[src/hw/rtl/olkfe_pkg.sv]
// Package for the ordered list with k-th-from-end read.
// Holds the operation and status codes, the field widths and the default depth.
// No dependencies.
`default_nettype none

package olkfe_pkg;

    localparam int DEPTH_DEF = 16;

    localparam int OP_W  = 3;
    localparam int POS_W = 5;
    localparam int VAL_W = 32;
    localparam int ST_W  = 2;
    localparam int LEN_W = 5;

    localparam int IN_FIELDS_W  = OP_W + POS_W + VAL_W;
    localparam int IN_TDATA_W   = ((IN_FIELDS_W + 7) / 8) * 8;
    localparam int OUT_FIELDS_W = ST_W + VAL_W + LEN_W;
    localparam int OUT_TDATA_W  = ((OUT_FIELDS_W + 7) / 8) * 8;
    localparam int OUT_PAD_W    = OUT_TDATA_W - OUT_FIELDS_W;

    localparam logic [OP_W-1:0] OP_HEAD = 3'd0;
    localparam logic [OP_W-1:0] OP_TAIL = 3'd1;
    localparam logic [OP_W-1:0] OP_POS  = 3'd2;
    localparam logic [OP_W-1:0] OP_DEL  = 3'd3;
    localparam logic [OP_W-1:0] OP_READ = 3'd4;

    localparam logic [ST_W-1:0] ST_OK    = 2'd0;
    localparam logic [ST_W-1:0] ST_FULL  = 2'd1;
    localparam logic [ST_W-1:0] ST_RANGE = 2'd2;

    typedef enum logic [7:0] {
        S_IDLE    = 8'b0000_0001,
        S_UP      = 8'b0000_0010,
        S_UP_LAST = 8'b0000_0100,
        S_PLACE   = 8'b0000_1000,
        S_DN      = 8'b0001_0000,
        S_DN_LAST = 8'b0010_0000,
        S_RWAIT   = 8'b0100_0000,
        S_FINISH  = 8'b1000_0000
    } state_t;

endpackage

`default_nettype wire

[src/hw/rtl/ordered_list_with_kth_from_end.sv]
// Ordered list of up to DEPTH values held in one synchronous memory.
// An insert moves the entries from the insert point to the tail up one place and a delete
// moves the entries behind the deleted one down one place, through the single read and
// single write port of the list memory, one entry a cycle; no request is taken meanwhile.
// A finished result waits in the output register while the next request is taken.
// Reset empties the list at once; the memory contents are left as they are.
`default_nettype none

module ordered_list_with_kth_from_end #(
    parameter int DEPTH = olkfe_pkg::DEPTH_DEF
) (
    input  wire logic                              clk,
    input  wire logic                              rst_n,
    // operation [2:0], position [7:3], value [39:8]
    input  wire logic [olkfe_pkg::IN_TDATA_W-1:0]  s_tdata,
    input  wire logic                              s_tvalid,
    output logic                                   s_tready,
    // status [1:0], read_value [33:2], length [38:34], zero fill above
    output logic [olkfe_pkg::OUT_TDATA_W-1:0]      m_tdata,
    output logic                                   m_tvalid,
    input  wire logic                              m_tready
);

    localparam int AW = $clog2(DEPTH);
    localparam int CW = $clog2(DEPTH + 1);
    localparam int EW = ((CW > olkfe_pkg::POS_W) ? CW : olkfe_pkg::POS_W) + 1;

    olkfe_pkg::state_t state_reg, state_next;

    logic [CW-1:0]                     count_reg, count_next;
    logic [AW-1:0]                     rd_ptr_reg, rd_ptr_next;
    logic [AW-1:0]                     idx_reg, idx_next;
    logic [AW-1:0]                     end_reg, end_next;
    logic [olkfe_pkg::VAL_W-1:0]       val_reg, val_next;
    logic                              pend_reg, pend_next;
    logic [AW-1:0]                     pend_addr_reg, pend_addr_next;
    logic [olkfe_pkg::ST_W-1:0]        res_status_reg, res_status_next;
    logic [olkfe_pkg::VAL_W-1:0]       res_value_reg, res_value_next;
    logic                              m_valid_reg, m_valid_next;
    logic [olkfe_pkg::OUT_TDATA_W-1:0] m_tdata_reg, m_tdata_next;

    logic [olkfe_pkg::VAL_W-1:0] mem [DEPTH];
    logic [olkfe_pkg::VAL_W-1:0] rd_data_reg;
    logic                        rd_en;
    logic [AW-1:0]               rd_addr;
    logic                        wr_en;
    logic [AW-1:0]               wr_addr;
    logic [olkfe_pkg::VAL_W-1:0] wr_data;

    logic [olkfe_pkg::OP_W-1:0]  in_op;
    logic [olkfe_pkg::POS_W-1:0] in_pos;
    logic [olkfe_pkg::VAL_W-1:0] in_val;
    logic [EW-1:0]               pos_e;
    logic [EW-1:0]               cnt_e;
    logic [EW-1:0]               cnt_dec_e;
    logic [EW-1:0]               rd_off_e;
    logic [EW-1:0]               pos_dec_e;
    logic                        full;
    logic                        out_free;

    assign in_op  = s_tdata[olkfe_pkg::OP_W-1:0];
    assign in_pos = s_tdata[olkfe_pkg::OP_W +: olkfe_pkg::POS_W];
    assign in_val = s_tdata[olkfe_pkg::OP_W + olkfe_pkg::POS_W +: olkfe_pkg::VAL_W];

    assign pos_e     = EW'(in_pos);
    assign cnt_e     = EW'(count_reg);
    assign cnt_dec_e = cnt_e - EW'(1);
    assign rd_off_e  = cnt_e - pos_e;
    assign pos_dec_e = pos_e - EW'(1);
    assign full      = (count_reg == CW'(DEPTH));
    assign out_free  = !m_valid_reg || m_tready;

    assign s_tready = (state_reg == olkfe_pkg::S_IDLE);
    assign m_tvalid = m_valid_reg;
    assign m_tdata  = m_tdata_reg;

    always_comb
    begin
        logic [EW-1:0] ins_e;
        logic          do_ins;

        ins_e  = '0;
        do_ins = 1'b0;

        state_next      = state_reg;
        count_next      = count_reg;
        rd_ptr_next     = rd_ptr_reg;
        idx_next        = idx_reg;
        end_next        = end_reg;
        val_next        = val_reg;
        pend_next       = 1'b0;
        pend_addr_next  = pend_addr_reg;
        res_status_next = res_status_reg;
        res_value_next  = res_value_reg;
        m_valid_next    = m_valid_reg;
        m_tdata_next    = m_tdata_reg;

        rd_en   = 1'b0;
        rd_addr = rd_ptr_reg;
        wr_en   = 1'b0;
        wr_addr = pend_addr_reg;
        wr_data = rd_data_reg;

        if (m_valid_reg && m_tready)
        begin
            m_valid_next = 1'b0;
        end

        unique case (state_reg)
            olkfe_pkg::S_IDLE:
            begin
                if (s_tvalid)
                begin
                    res_status_next = olkfe_pkg::ST_OK;
                    res_value_next  = '0;
                    val_next        = in_val;
                    state_next      = olkfe_pkg::S_FINISH;
                    unique case (in_op)
                        olkfe_pkg::OP_HEAD:
                        begin
                            if (full)
                                res_status_next = olkfe_pkg::ST_FULL;
                            else
                            begin
                                do_ins = 1'b1;
                                ins_e  = '0;
                            end
                        end
                        olkfe_pkg::OP_TAIL:
                        begin
                            if (full)
                                res_status_next = olkfe_pkg::ST_FULL;
                            else
                            begin
                                do_ins = 1'b1;
                                ins_e  = cnt_e;
                            end
                        end
                        olkfe_pkg::OP_POS:
                        begin
                            priority if (pos_e == '0 || pos_e > cnt_e + EW'(1))
                                res_status_next = olkfe_pkg::ST_RANGE;
                            else if (full)
                                res_status_next = olkfe_pkg::ST_FULL;
                            else
                            begin
                                do_ins = 1'b1;
                                ins_e  = pos_dec_e;
                            end
                        end
                        olkfe_pkg::OP_DEL:
                        begin
                            if (pos_e == '0 || pos_e > cnt_e)
                                res_status_next = olkfe_pkg::ST_RANGE;
                            else
                            begin
                                count_next = CW'(cnt_dec_e);
                                // Deleting the tail moves nothing.
                                if (pos_e != cnt_e)
                                begin
                                    rd_ptr_next = pos_e[AW-1:0];
                                    end_next    = cnt_dec_e[AW-1:0];
                                    state_next  = olkfe_pkg::S_DN;
                                end
                            end
                        end
                        olkfe_pkg::OP_READ:
                        begin
                            if (pos_e == '0 || pos_e > cnt_e)
                                res_status_next = olkfe_pkg::ST_RANGE;
                            else
                            begin
                                rd_en      = 1'b1;
                                rd_addr    = rd_off_e[AW-1:0];
                                state_next = olkfe_pkg::S_RWAIT;
                            end
                        end
                        default:
                        begin
                            res_status_next = olkfe_pkg::ST_RANGE;
                        end
                    endcase

                    if (do_ins)
                    begin
                        count_next = CW'(cnt_e + EW'(1));
                        idx_next   = ins_e[AW-1:0];
                        if (ins_e == cnt_e)
                        begin
                            // Appending: nothing to move, write the value straight away.
                            wr_en   = 1'b1;
                            wr_addr = ins_e[AW-1:0];
                            wr_data = in_val;
                        end
                        else
                        begin
                            rd_ptr_next = cnt_dec_e[AW-1:0];
                            state_next  = olkfe_pkg::S_UP;
                        end
                    end
                end
            end

            // Move entries up one place, from the tail down to the insert point.
            // Each read is written back in the following cycle, one address above where it came from.
            olkfe_pkg::S_UP:
            begin
                rd_en          = 1'b1;
                rd_addr        = rd_ptr_reg;
                wr_en          = pend_reg;
                pend_next      = 1'b1;
                pend_addr_next = rd_ptr_reg + AW'(1);
                rd_ptr_next    = rd_ptr_reg - AW'(1);
                if (rd_ptr_reg == idx_reg)
                    state_next = olkfe_pkg::S_UP_LAST;
            end

            olkfe_pkg::S_UP_LAST:
            begin
                wr_en      = 1'b1;
                state_next = olkfe_pkg::S_PLACE;
            end

            olkfe_pkg::S_PLACE:
            begin
                wr_en      = 1'b1;
                wr_addr    = idx_reg;
                wr_data    = val_reg;
                state_next = olkfe_pkg::S_FINISH;
            end

            olkfe_pkg::S_DN:
            begin
                rd_en          = 1'b1;
                rd_addr        = rd_ptr_reg;
                wr_en          = pend_reg;
                pend_next      = 1'b1;
                pend_addr_next = rd_ptr_reg - AW'(1);
                rd_ptr_next    = rd_ptr_reg + AW'(1);
                if (rd_ptr_reg == end_reg)
                    state_next = olkfe_pkg::S_DN_LAST;
            end

            olkfe_pkg::S_DN_LAST:
            begin
                wr_en      = 1'b1;
                state_next = olkfe_pkg::S_FINISH;
            end

            olkfe_pkg::S_RWAIT:
            begin
                res_value_next = rd_data_reg;
                state_next     = olkfe_pkg::S_FINISH;
            end

            olkfe_pkg::S_FINISH:
            begin
                if (out_free)
                begin
                    m_valid_next = 1'b1;
                    m_tdata_next = {{olkfe_pkg::OUT_PAD_W{1'b0}},
                                    cnt_e[olkfe_pkg::LEN_W-1:0],
                                    res_value_reg,
                                    res_status_reg};
                    state_next   = olkfe_pkg::S_IDLE;
                end
            end

            default:
            begin
                state_next = olkfe_pkg::S_IDLE;
            end
        endcase
    end

    always_ff @(posedge clk or negedge rst_n)
    begin
        if (!rst_n)
        begin
            state_reg   <= olkfe_pkg::S_IDLE;
            count_reg   <= '0;
            pend_reg    <= 1'b0;
            m_valid_reg <= 1'b0;
        end
        else
        begin
            state_reg   <= state_next;
            count_reg   <= count_next;
            pend_reg    <= pend_next;
            m_valid_reg <= m_valid_next;
        end
    end

    always_ff @(posedge clk)
    begin
        rd_ptr_reg     <= rd_ptr_next;
        idx_reg        <= idx_next;
        end_reg        <= end_next;
        val_reg        <= val_next;
        pend_addr_reg  <= pend_addr_next;
        res_status_reg <= res_status_next;
        res_value_reg  <= res_value_next;
        m_tdata_reg    <= m_tdata_next;
    end

    always_ff @(posedge clk)
    begin
        if (wr_en)
            mem[wr_addr] <= wr_data;
    end

    always_ff @(posedge clk)
    begin
        if (rd_en)
            rd_data_reg <= mem[rd_addr];
    end

endmodule

`default_nettype wire
[config.mk]
export PLATFORM = sky130hd
export DESIGN_NAME = ordered_list_with_kth_from_end
export DESIGN_NICKNAME = d
export VERILOG_FILES = /design/src/hw/rtl/olkfe_pkg.sv /design/src/hw/rtl/ordered_list_with_kth_from_end.sv
export SDC_FILE = /design/constraint.sdc
export NUM_CORES = 1
export LEC_CHECK = 0
export BUFFER_PORTS_ARGS = -buffer_cell sky130_fd_sc_hd__buf_2
export CAP_MARGIN = 20
export CORE_MARGIN = 2
export CORE_UTILIZATION = 60
export CTS_BUF_LIST = sky130_fd_sc_hd__clkbuf_16
export DETAILED_ROUTE_END_ITERATION = 6
export PLACE_DENSITY = 0.73
export SYNTH_ARGS = -nofsm -noshare
export SYNTH_HDL_FRONTEND = slang
export SYNTH_SLANG_ARGS = --single-unit
export TNS_END_PERCENT = 10
[constraint.sdc]
create_clock -name clk -period 13.53 [get_ports clk]
set_input_delay 1.353 -clock clk [delete_from_list [all_inputs] [get_ports clk]]
set_output_delay 1.353 -clock clk [all_outputs]
set_load 0.05 [all_outputs]
# Word-level counts from Yosys, hierarchy flattened
# Memory sizes are Yosys's and may differ from the RTL's. A register that Yosys moved wholly into a read port is not among the register bits.
# Index checks and enable logic that the tools add are counted.
# word_totals
ff_bits	136
latch_bits	0
ramBits	512
rom_bits	0
out_inout_bits	42
wordCells	133
n_memories	1
# classes
addsub	6
multipliers	0
div	0
n_lt_le_gt_ge	2
n_eq_ne	22
n_shift	0
mux	65
n_bitwise	1
reduce_logical	24
# memory_table
name	words	width	rd	rd_ports_with_merged_regs	write_ports	line	source
mem	16	32	1	1	1	ordered_list_with_kth_from_end.sv:42	logic [olkfe_pkg::VAL_W-1:0] mem [DEPTH];
# op_table
operator	count
$mux 32	4
$pmux 32 s2	2
$mux 8	9
$mux 4	13
$pmux 8 s6	1
$mux 6	4
$mux 5	4
$mux 1	17
$pmux 4 s2	2
$pmux 8 s2	1
$pmux 4 s3	1
$pmux 6 s2	1
$eq 4x4->1	2
$eq 8x1->1 const B	1
$eq 8x2->1 const B	1
$eq 8x3->1 const B	1
$eq 8x4->1 const B	1
$eq 8x5->1 const B	1
$eq 8x6->1 const B	1
$eq 8x7->1 const B	1
$eq 8x8->1 const B	1
$ne 2x2->1 const B	4
$reduce_and 2->1	4
$reduce_and 4->1	2
other kinds (31)	41

# Logic depth before layout (Yosys ltp)
# Gate-level depths: netlist of the first run.
# logic_depth
word_depth	14
ltp_mapped	16

# Least setup slack after synthesis of the first run
# OpenSTA, ideal clock, no wires.
# synth_path
path_type	input to register
startpoint	in s_tdata[3] in the netlist's numbering
endpoint	mem mem[10][0] in the netlist's numbering (enable)
t_arrival_ps	6520
required_ps	13069
setup_slack_ps	6549
path_stages	10
n_path_buf	0
cell_sequence	inv_1 > ha_1 > nor4b_2 > or4_4 > o211a_1 > or4_4 > nor4_4 > mux2_2 > or3_1 > nor3_1
# synth_via
elab_chain_cells	13
# synth_rtl
element	line	source
start, declared	ordered_list_with_kth_from_end.sv:15	input wire logic [olkfe_pkg::IN_TDATA_W-1:0] s_tdata,
$sub 5x1->6, or another cell as far along	ordered_list_with_kth_from_end.sv:69	assign pos_dec_e = pos_e - EW'(1);
$mux 6 or $logic_or 1x1->1 (tied branches)	ordered_list_with_kth_from_end.sv:143, ordered_list_with_kth_from_end.sv:141	
$mux 6	ordered_list_with_kth_from_end.sv:141	priority if (pos_e == '0 || pos_e > cnt_e + EW'(1))
$pmux 6 s2	ordered_list_with_kth_from_end.sv:118	unique case (in_op)
$mux 6	ordered_list_with_kth_from_end.sv:112	if (s_tvalid)
$mux 6	ordered_list_with_kth_from_end.sv:109	unique case (state_reg)
$eq 6x5->1	ordered_list_with_kth_from_end.sv:188	if (ins_e == cnt_e)
$mux 1	ordered_list_with_kth_from_end.sv:188	
$mux 1	ordered_list_with_kth_from_end.sv:184	if (do_ins)
$mux 1	ordered_list_with_kth_from_end.sv:112	
$pmux 1 s3	ordered_list_with_kth_from_end.sv:109	
$mux 1	ordered_list_with_kth_from_end.sv:308	if (wr_en)
$mux 1 (not written as such)	ordered_list_with_kth_from_end.sv:309	mem[wr_addr] <= wr_data;
end, declared	ordered_list_with_kth_from_end.sv:42	
# Parallel ways exist; a longest one is shown, timed or not. The select of a mux whose other input is x is not followed.

# Worst setup path after layout of the first run
# layout_path
startpoint	reg count_reg[0]
endpoint	mem mem[0][20] in the netlist's numbering (enable)
# layout_via
elab_chain_cells	14
# layout_rtl
element	line	source
start, declared	ordered_list_with_kth_from_end.sv:30	logic [CW-1:0] count_reg, count_next;
start signal, assigned	ordered_list_with_kth_from_end.sv:288	count_reg <= count_next;
$add 5x1->6	-	
$gt 5x6->1	ordered_list_with_kth_from_end.sv:141	
$logic_or 1x1->1	ordered_list_with_kth_from_end.sv:141	
$mux 6	ordered_list_with_kth_from_end.sv:141	
$pmux 6 s2	ordered_list_with_kth_from_end.sv:118	
$mux 6	ordered_list_with_kth_from_end.sv:112	
$mux 6	ordered_list_with_kth_from_end.sv:109	
$eq 6x5->1	ordered_list_with_kth_from_end.sv:188	
$mux 1	ordered_list_with_kth_from_end.sv:188	
$mux 1	ordered_list_with_kth_from_end.sv:184	
$mux 1	ordered_list_with_kth_from_end.sv:112	
$pmux 1 s3	ordered_list_with_kth_from_end.sv:109	
$mux 1	ordered_list_with_kth_from_end.sv:308	
$mux 1 (not written as such)	ordered_list_with_kth_from_end.sv:309	
# Parallel ways exist; a longest one is shown, timed or not. The select of a mux whose other input is x is not followed.

==> results of run 1 <==
[cell usage after synthesis (3+ instances only)]
cell / number
o22ai_1: 133
a21oi_1: 21
nor3_2: 3
nand2b_1: 6
buf_1: 7
o41ai_1: 3
nand4b_1: 4
buf_4: 4
buf_2: 38
nor2b_1: 5
mux2i_1: 267
o31ai_1: 4
or4_1: 34
inv_1: 17
nand2_1: 97
dfrtp_1: 14
nor3_1: 13
a22oi_1: 33
nor2_1: 38
nand3_1: 14
nor4_1: 4
ha_1: 18
mux2_2: 4
clkbuf_1: 30
nor3b_1: 8
or3_1: 5
xor2_1: 11
edfxtp_1: 665
a31oi_1: 4
and2_1: 38
o21ai_0: 12
a221oi_1: 4
xnor2_1: 15
[final timing paths]
check | depth (start not counted) | from | slack (ps) | endpoint
hold reg to reg | 0 | res_value_reg[13] | 410 | m_tdata[15]
max in group asynchronous | 1 | rst_n | 12570 | state_reg[0]
min in group asynchronous | 1 | rst_n | 650 | count_reg[2]
setup reg to reg | 15 | count_reg[0] | 7450 | mem[0][20]
setup / recovery | 15 | count_reg[0] | 7450 | mem[0][20]
hold / removal | 0 | res_value_reg[13] | 410 | m_tdata[15]
[cell type report]
cell class              instances  area, µm²
multi-input cells             843       6520
repair buffers                119        708
clock inverters                48        259
fillers                      2915      14000
inverters                      19       71.3
clock buffers                  71       1780
well taps                     592        741
flip-flops and latches        680      20300
[power groups by stage]
stage                     combinational (mW)  clock, mW  sequential [mW]
final                                   1.62       1.72             2.74
after global placement                  1.56          0             2.78
after floorplan                         1.13          0             2.79
after global routing                    1.74       1.82             2.76
after detailed placement                1.60          0             2.78
after CTS                               1.61       1.74             2.74
[stage by stage]
stage | setup WS (ps) | hold slack, ps | instance area [µm²] | power, mW
2_1_floorplan | 6550 | 400 | 27100 | 3.92
6_report | 7450 | 414 | 30400 | 6.07
4_1_cts | 7510 | 418 | 30400 | 6.09
3_5_place_dp | 7170 | 405 | 28400 | 4.38
3_3_place_gp | 7270 | 401 | 28400 | 4.34
5_1_grt | 7090 | 423 | 30400 | 6.32
[cells in the final DEF (no fill, tap or decap), drive strengths merged, types with 2 or more instances in the layout]
cell | netlist | final
nand2 | 97 | 97
clkinv | 0 | 24
nor2 | 39 | 39
a21o | 2 | 2
buf | 49 | 119
xnor2 | 15 | 15
ha | 18 | 18
dfrtp | 14 | 14
and2 | 38 | 38
o31ai | 4 | 4
nand2b | 6 | 6
inv | 19 | 42
xor2 | 11 | 11
nand3 | 14 | 14
a2111oi | 2 | 2
o41ai | 3 | 3
and3b | 2 | 2
nor4 | 7 | 7
o22a | 2 | 2
nor2b | 5 | 5
edfxtp | 665 | 665
or3 | 6 | 6
o22ai | 133 | 133
a31oi | 5 | 5
a22oi | 33 | 33
a221oi | 4 | 4
a21oi | 21 | 21
or4 | 36 | 36
o21ai | 12 | 12
nor3 | 16 | 16
mux2 | 4 | 4
nand4b | 4 | 4
nand4 | 3 | 3
mux2i | 267 | 267
clkbuf | 31 | 71
a22o | 2 | 2
o211a | 2 | 2
nor3b | 8 | 8
[cells by family after synthesis]
family	synth area share, %
AOI/OAI and AO/OA	5.89
xor gates and xnor gates	0.839
adders and majority gates	0.903
buffers and inverters	1.60
DFF	74.9
muxes	10.0
other	0.0138
and+or+nand+nor	5.79
[per-layer routing]
layer / up-vias / wire length [µm] / part of all wire, %
met3: 135 / 4650 / 7.5
met5: - / 0 / 0
met1: 7603 / 25900 / 42
met4: 0 / 1900 / 3.1
met2: 657 / 29400 / 48
li1: 6665 / - / -
==> metrics, run 1 <==
# setup viols final 0; Pre-antenna DRT Iters 5; number of synthesized flops with an enable pin about 670; Seq/Total Area, Yosys between 70% and 80%; Psw 1.88 mW; first-pass GRT wire length between 90000 and 100000 µm; leakage power around 11 nW; top post-synthesis cells by area edfxtp_1 (74%), mux2i_1 (9.8%), o22ai_1 (3.1%); Gates resized, CTS repair 0; Clock power frac 28.2%; Max-slew headroom roughly 30%; max reg flops 512; port bufs 84; initial antenna violation count 1; Peak Freq 164 MHz; CTS tree yes; I/O pin count 86; Final TNS setup 0 ps; CP max FO 34; vias in the first global route about 15000; flops & latches, synth between 600 and 700; CTS Root Cell clkbuf_16; Detail Route Antenna Nets 0; Sw Ratio between 30% and 40%; Largest stage delay, worst path around 690 ps; Longest Clk Path Bufs 3; critical path class reg2reg; initial drt markers 1656; drt drc 0; Synth cell types 72; Most Crowded Layer GR met2; Routed WL between 60000 and 70000 µm; pins over their slew limit 0; Synth Instances between 1500 and 2000; area leader, netlist edfxtp_1; drt via density approximately 6.3; combinational power share 26.6%; VDD IR max 0.199 mV; Synth top area share 73.6%; Mapped Area between 0.02 and 0.03 mm²; met1 Use GR between 30% and 40%; CORE AREA between 0.04 and 0.05 mm²; clk sinks slightly below 700; P_int between 4 and 5 mW; sequential share of power 45.2%; skew final between 20 and 30 ps; Layout Nets approximately 1800; Global Route met2 Usage a little over two fifths; CTS buffer count slightly below 70; Clock Latency Late Sink 600 ps; Hold Fails Final Rpt 0; Die Width about 220 µm; Final HPWL DP between 30000 and 40000 µm; layout cells sized above 1 between 10% and 20%; Vias 15100; unrepaired setup endpoints after global routing no; crit path time final just over 6000 ps; Final Core Density 68.5%; clock slew at reported path FFs approximately 60 ps; status completed; die area 0.0470 mm²; crit end category flip-flop; dpl cells 2252; Critical Path RT 13780 ps; CP Buf/Inv Count 4; total gr overflow 0; CP delay by family, top simple AND/OR/NAND/NOR gates; Area Overhead vs Synth 12.1%; # hold bufs at CTS 0; startpoint type of the worst setup path flip-flop; Synth Flop Type edfxtp_1; n_diodes 0; initial core utilization between 60% and 70%; Routed WL per cell roughly 26 µm; Max Cap Viol 0; worst path cell trace inv_1 > ha_1 > inv_1 > ha_1 > nor2b_1 > o21bai_1 > a31oi_2 > o211a_1 > or4_4 > nor4_4 > buf_4 > nor3b_1 > or3_4 > nor3_4 > buf_4; final std cells w/o fill between 2000 and 2500; PwrDens ~200 mW/mm²; Hold Crit Class reg2reg; syn_area_per_cell around 17 µm²; Syn Nets 1685; synthesis warning total 0; H-Tree Depth 3; WP data arrival approximately 6300 ps; largest net degree at the start of global routing 141; Worst Max-Slew Pin Slew about 1100 ps; std cell rows 77; period utilization between 40% and 50%; Synth async-reset ratio ~2.2%; GRT Total Usage between 20% and 30%; routing usage on met3 roughly 4.3%; Max stage delay cell, worst path nor3_4; Die Y about 220 µm; setup bufs post-CTS 0; gpl congestion 0.911
(Power assumes the default switching activity.)
==> run 2, diff against run 1 <==
==> constraint.sdc (replaced) <==
create_clock -name clk -period 6 [get_ports clk]
set_input_delay 0.6 -clock clk [delete_from_list [all_inputs] [get_ports clk]]
set_output_delay 0.6 -clock clk [all_outputs]
set_load 0.05 [all_outputs]
==> metrics, run 2 (synthesis results as in run 1) <==
status completed; initial core utilization 61.1% (unchanged); Die Width 217 µm (unchanged); hold depth 1 (+1); drt drc 0 (unchanged); CTS Root Cell clkbuf_16; Critical Path RT 6220 ps (-7560 ps); Detail Route Antenna Nets 0 (unchanged); # setup viols final 0 (unchanged); critical path class reg2reg; worst hold endpoint val_reg[1]; CP delay by family, top simple AND/OR/NAND/NOR gates; vias in the first global route 15300 (+1.5%); R2R depth 14 (-1); Vias 14900 (-1.1%); Max Cap Viol 0 (unchanged); R2R Path End mem[6][18]; CP Buf/Inv Count 3 (-1); pins over their slew limit 0 (unchanged); FF-to-FF Start count_reg[0]; Die Y 217 µm (unchanged); Routed WL per cell 25.8 µm (-1.0%); crit end category flip-flop; Peak Freq 184 MHz (+12%); Largest stage delay, worst path 600 ps (-90 ps); worst path cell trace inv_1 > ha_1 > inv_1 > ha_1 > nor2b_1 > o21bai_1 > a31oi_2 > o211a_1 > or4_4 > nor4_4 > mux2_2 > or3_1 > nor2_4 > buf_4; skew final 16.9 ps (-8.31 ps); H-Tree Depth 3 (unchanged); initial drt markers 1494 (-9.8%); CP max FO 32 (-5.9%); largest net degree at the start of global routing 85 (-40%); n_diodes 0 (unchanged); GRT Total Usage 26.6% (-0.14 points); Area Overhead vs Synth 13.2%; Hold Crit Class in2reg; most frequent cells in the layout edfxtp_1 (665), mux2i_1 (266), o22ai_1 (133); Final Core Density 69.2% (+0.67 points); leakage power 11.1 nW (+1.2%); Hold Fails Final Rpt 0 (unchanged); Final HPWL DP 36900 µm (+15%); first-pass GRT wire length 92800 µm (+0.92%); drt via density 6.24 (-1.7%); CORE AREA 0.0444 mm² (unchanged); Max-slew headroom 28.1% (-1.7 points); layout cells sized above 1 15.2% (+1.0 points); WP data arrival 5670 ps (-660 ps); CTS tree yes; CTS buffer count 67 (-1.5%); Clock Latency Late Sink 600 ps (about the same); PwrDens 455 mW/mm² (+130%); initial antenna violation count 0 (-1); Longest Clk Path Bufs 3 (unchanged); Worst Max-Slew Pin Slew 1070 ps (+14.0 ps); Pre-antenna DRT Iters 7 (+2); Max stage delay cell, worst path or4_4; total gr overflow 0 (unchanged); startpoint type of the worst setup path flip-flop; VDD IR max 0.356 mV (+79%); Worst Hold Launch s_tdata[9]; total power 14.0 mW (+130%); Worst path depth 14 (-1); max reg flops 512 (unchanged); std cell rows 77 (unchanged); Routed WL 61600 µm (-0.42%); clock slew at reported path FFs 60 ps (about the same); period utilization 90.8% (+46 points); port bufs 84 (unchanged); clk sinks 680 (unchanged); r2r setup slk 550 ps (-6900 ps); setup bufs post-CTS 0 (unchanged); Gates resized, CTS repair 0 (unchanged); I/O pin count 86 (unchanged); commonest non-fill, non-tap cell in the layout edfxtp_1; unrepaired setup endpoints after global routing no; die area 0.0470 mm² (unchanged); gpl congestion 0.880 (-3.4%); Layout Nets 1807 (+0.72%); crit path time final 5450 ps (-632 ps)
## run 2: cell type report
class	instances	area, µm²
Clock buffer	70	1750
Clock inverter	50	380
Fill cell	2902	13700
Inverter	19	71.3
Multi-Input combinational cell	843	6520
Sequential cell	680	20300
Tap cell	592	741
Timing Repair Buffer	133	911
## run 2: how the worst max path moves through the flow
stage,from,endpoint,slack (ps)
final,count_reg[0],mem[6][18],550
after global routing,count_reg[0],mem[6][24],270
after CTS,count_reg[0],mem[6][18],610
after detailed placement,count_reg[0],mem[6][12],630
after global placement,count_reg[0],mem[6][12],690
after floorplan,count_reg[0],mem[10][0],-430
## run 2: what timing repair did
item                       4_1_cts  5_1_grt
setup endpoints to repair        0        0
hold buffers                     1        0
hold endpoints to repair        14        0
## run 2: worst reg2reg max path, cell delays in order, from the launching register on
cell      delay (ps)
dfrtp_1          570
inv_1            210
ha_1             350
inv_1            110
ha_1             240
nor2b_1          130
o21bai_1         210
a31oi_2          250
o211a_1          290
or4_4            600
nor4_4           580
mux2_2           410
or3_1            510
nor2_4           120
buf_4            490
## run 2: through the flow
stage / hold WS [ps] / instance area, µm² / TNS (ps) / setup WS, ps / instances
2_1_floorplan: 304 / 27100 / -42940 / -434 / 1622
3_3_place_gp: 402 / 28500 / 0 / 685 / 2265
3_5_place_dp: 405 / 28500 / 0 / 627 / 2265
4_1_cts: 171 / 30700 / 0 / 614 / 2386
5_1_grt: 184 / 30700 / 0 / 265 / 2387
6_report: 204 / 30700 / 0 / 552 / 2387
## run 2: per-layer routing
metal | vias up | wire (µm) | track usage (%)
met5 | - | 0 | 0
met4 | 0 | 1350 | 8.65
met3 | 81 | 4190 | 4.06
met2 | 551 | 30000 | 43.5
met1 | 7582 | 26000 | 37.2
li1 | 6686 | - | -
## run 2: where the power goes
group | total (mW) | leakage (nW) | internal, mW | switching (mW)
sequential | 6.18 | 6.21 | 5.97 | 0.206
combinational | 3.74 | 3.80 | 1.33 | 2.41
clock | 4.06 | 1.10 | 2.34 | 1.72
total | 14.0 | 11.1 | 9.63 | 4.34
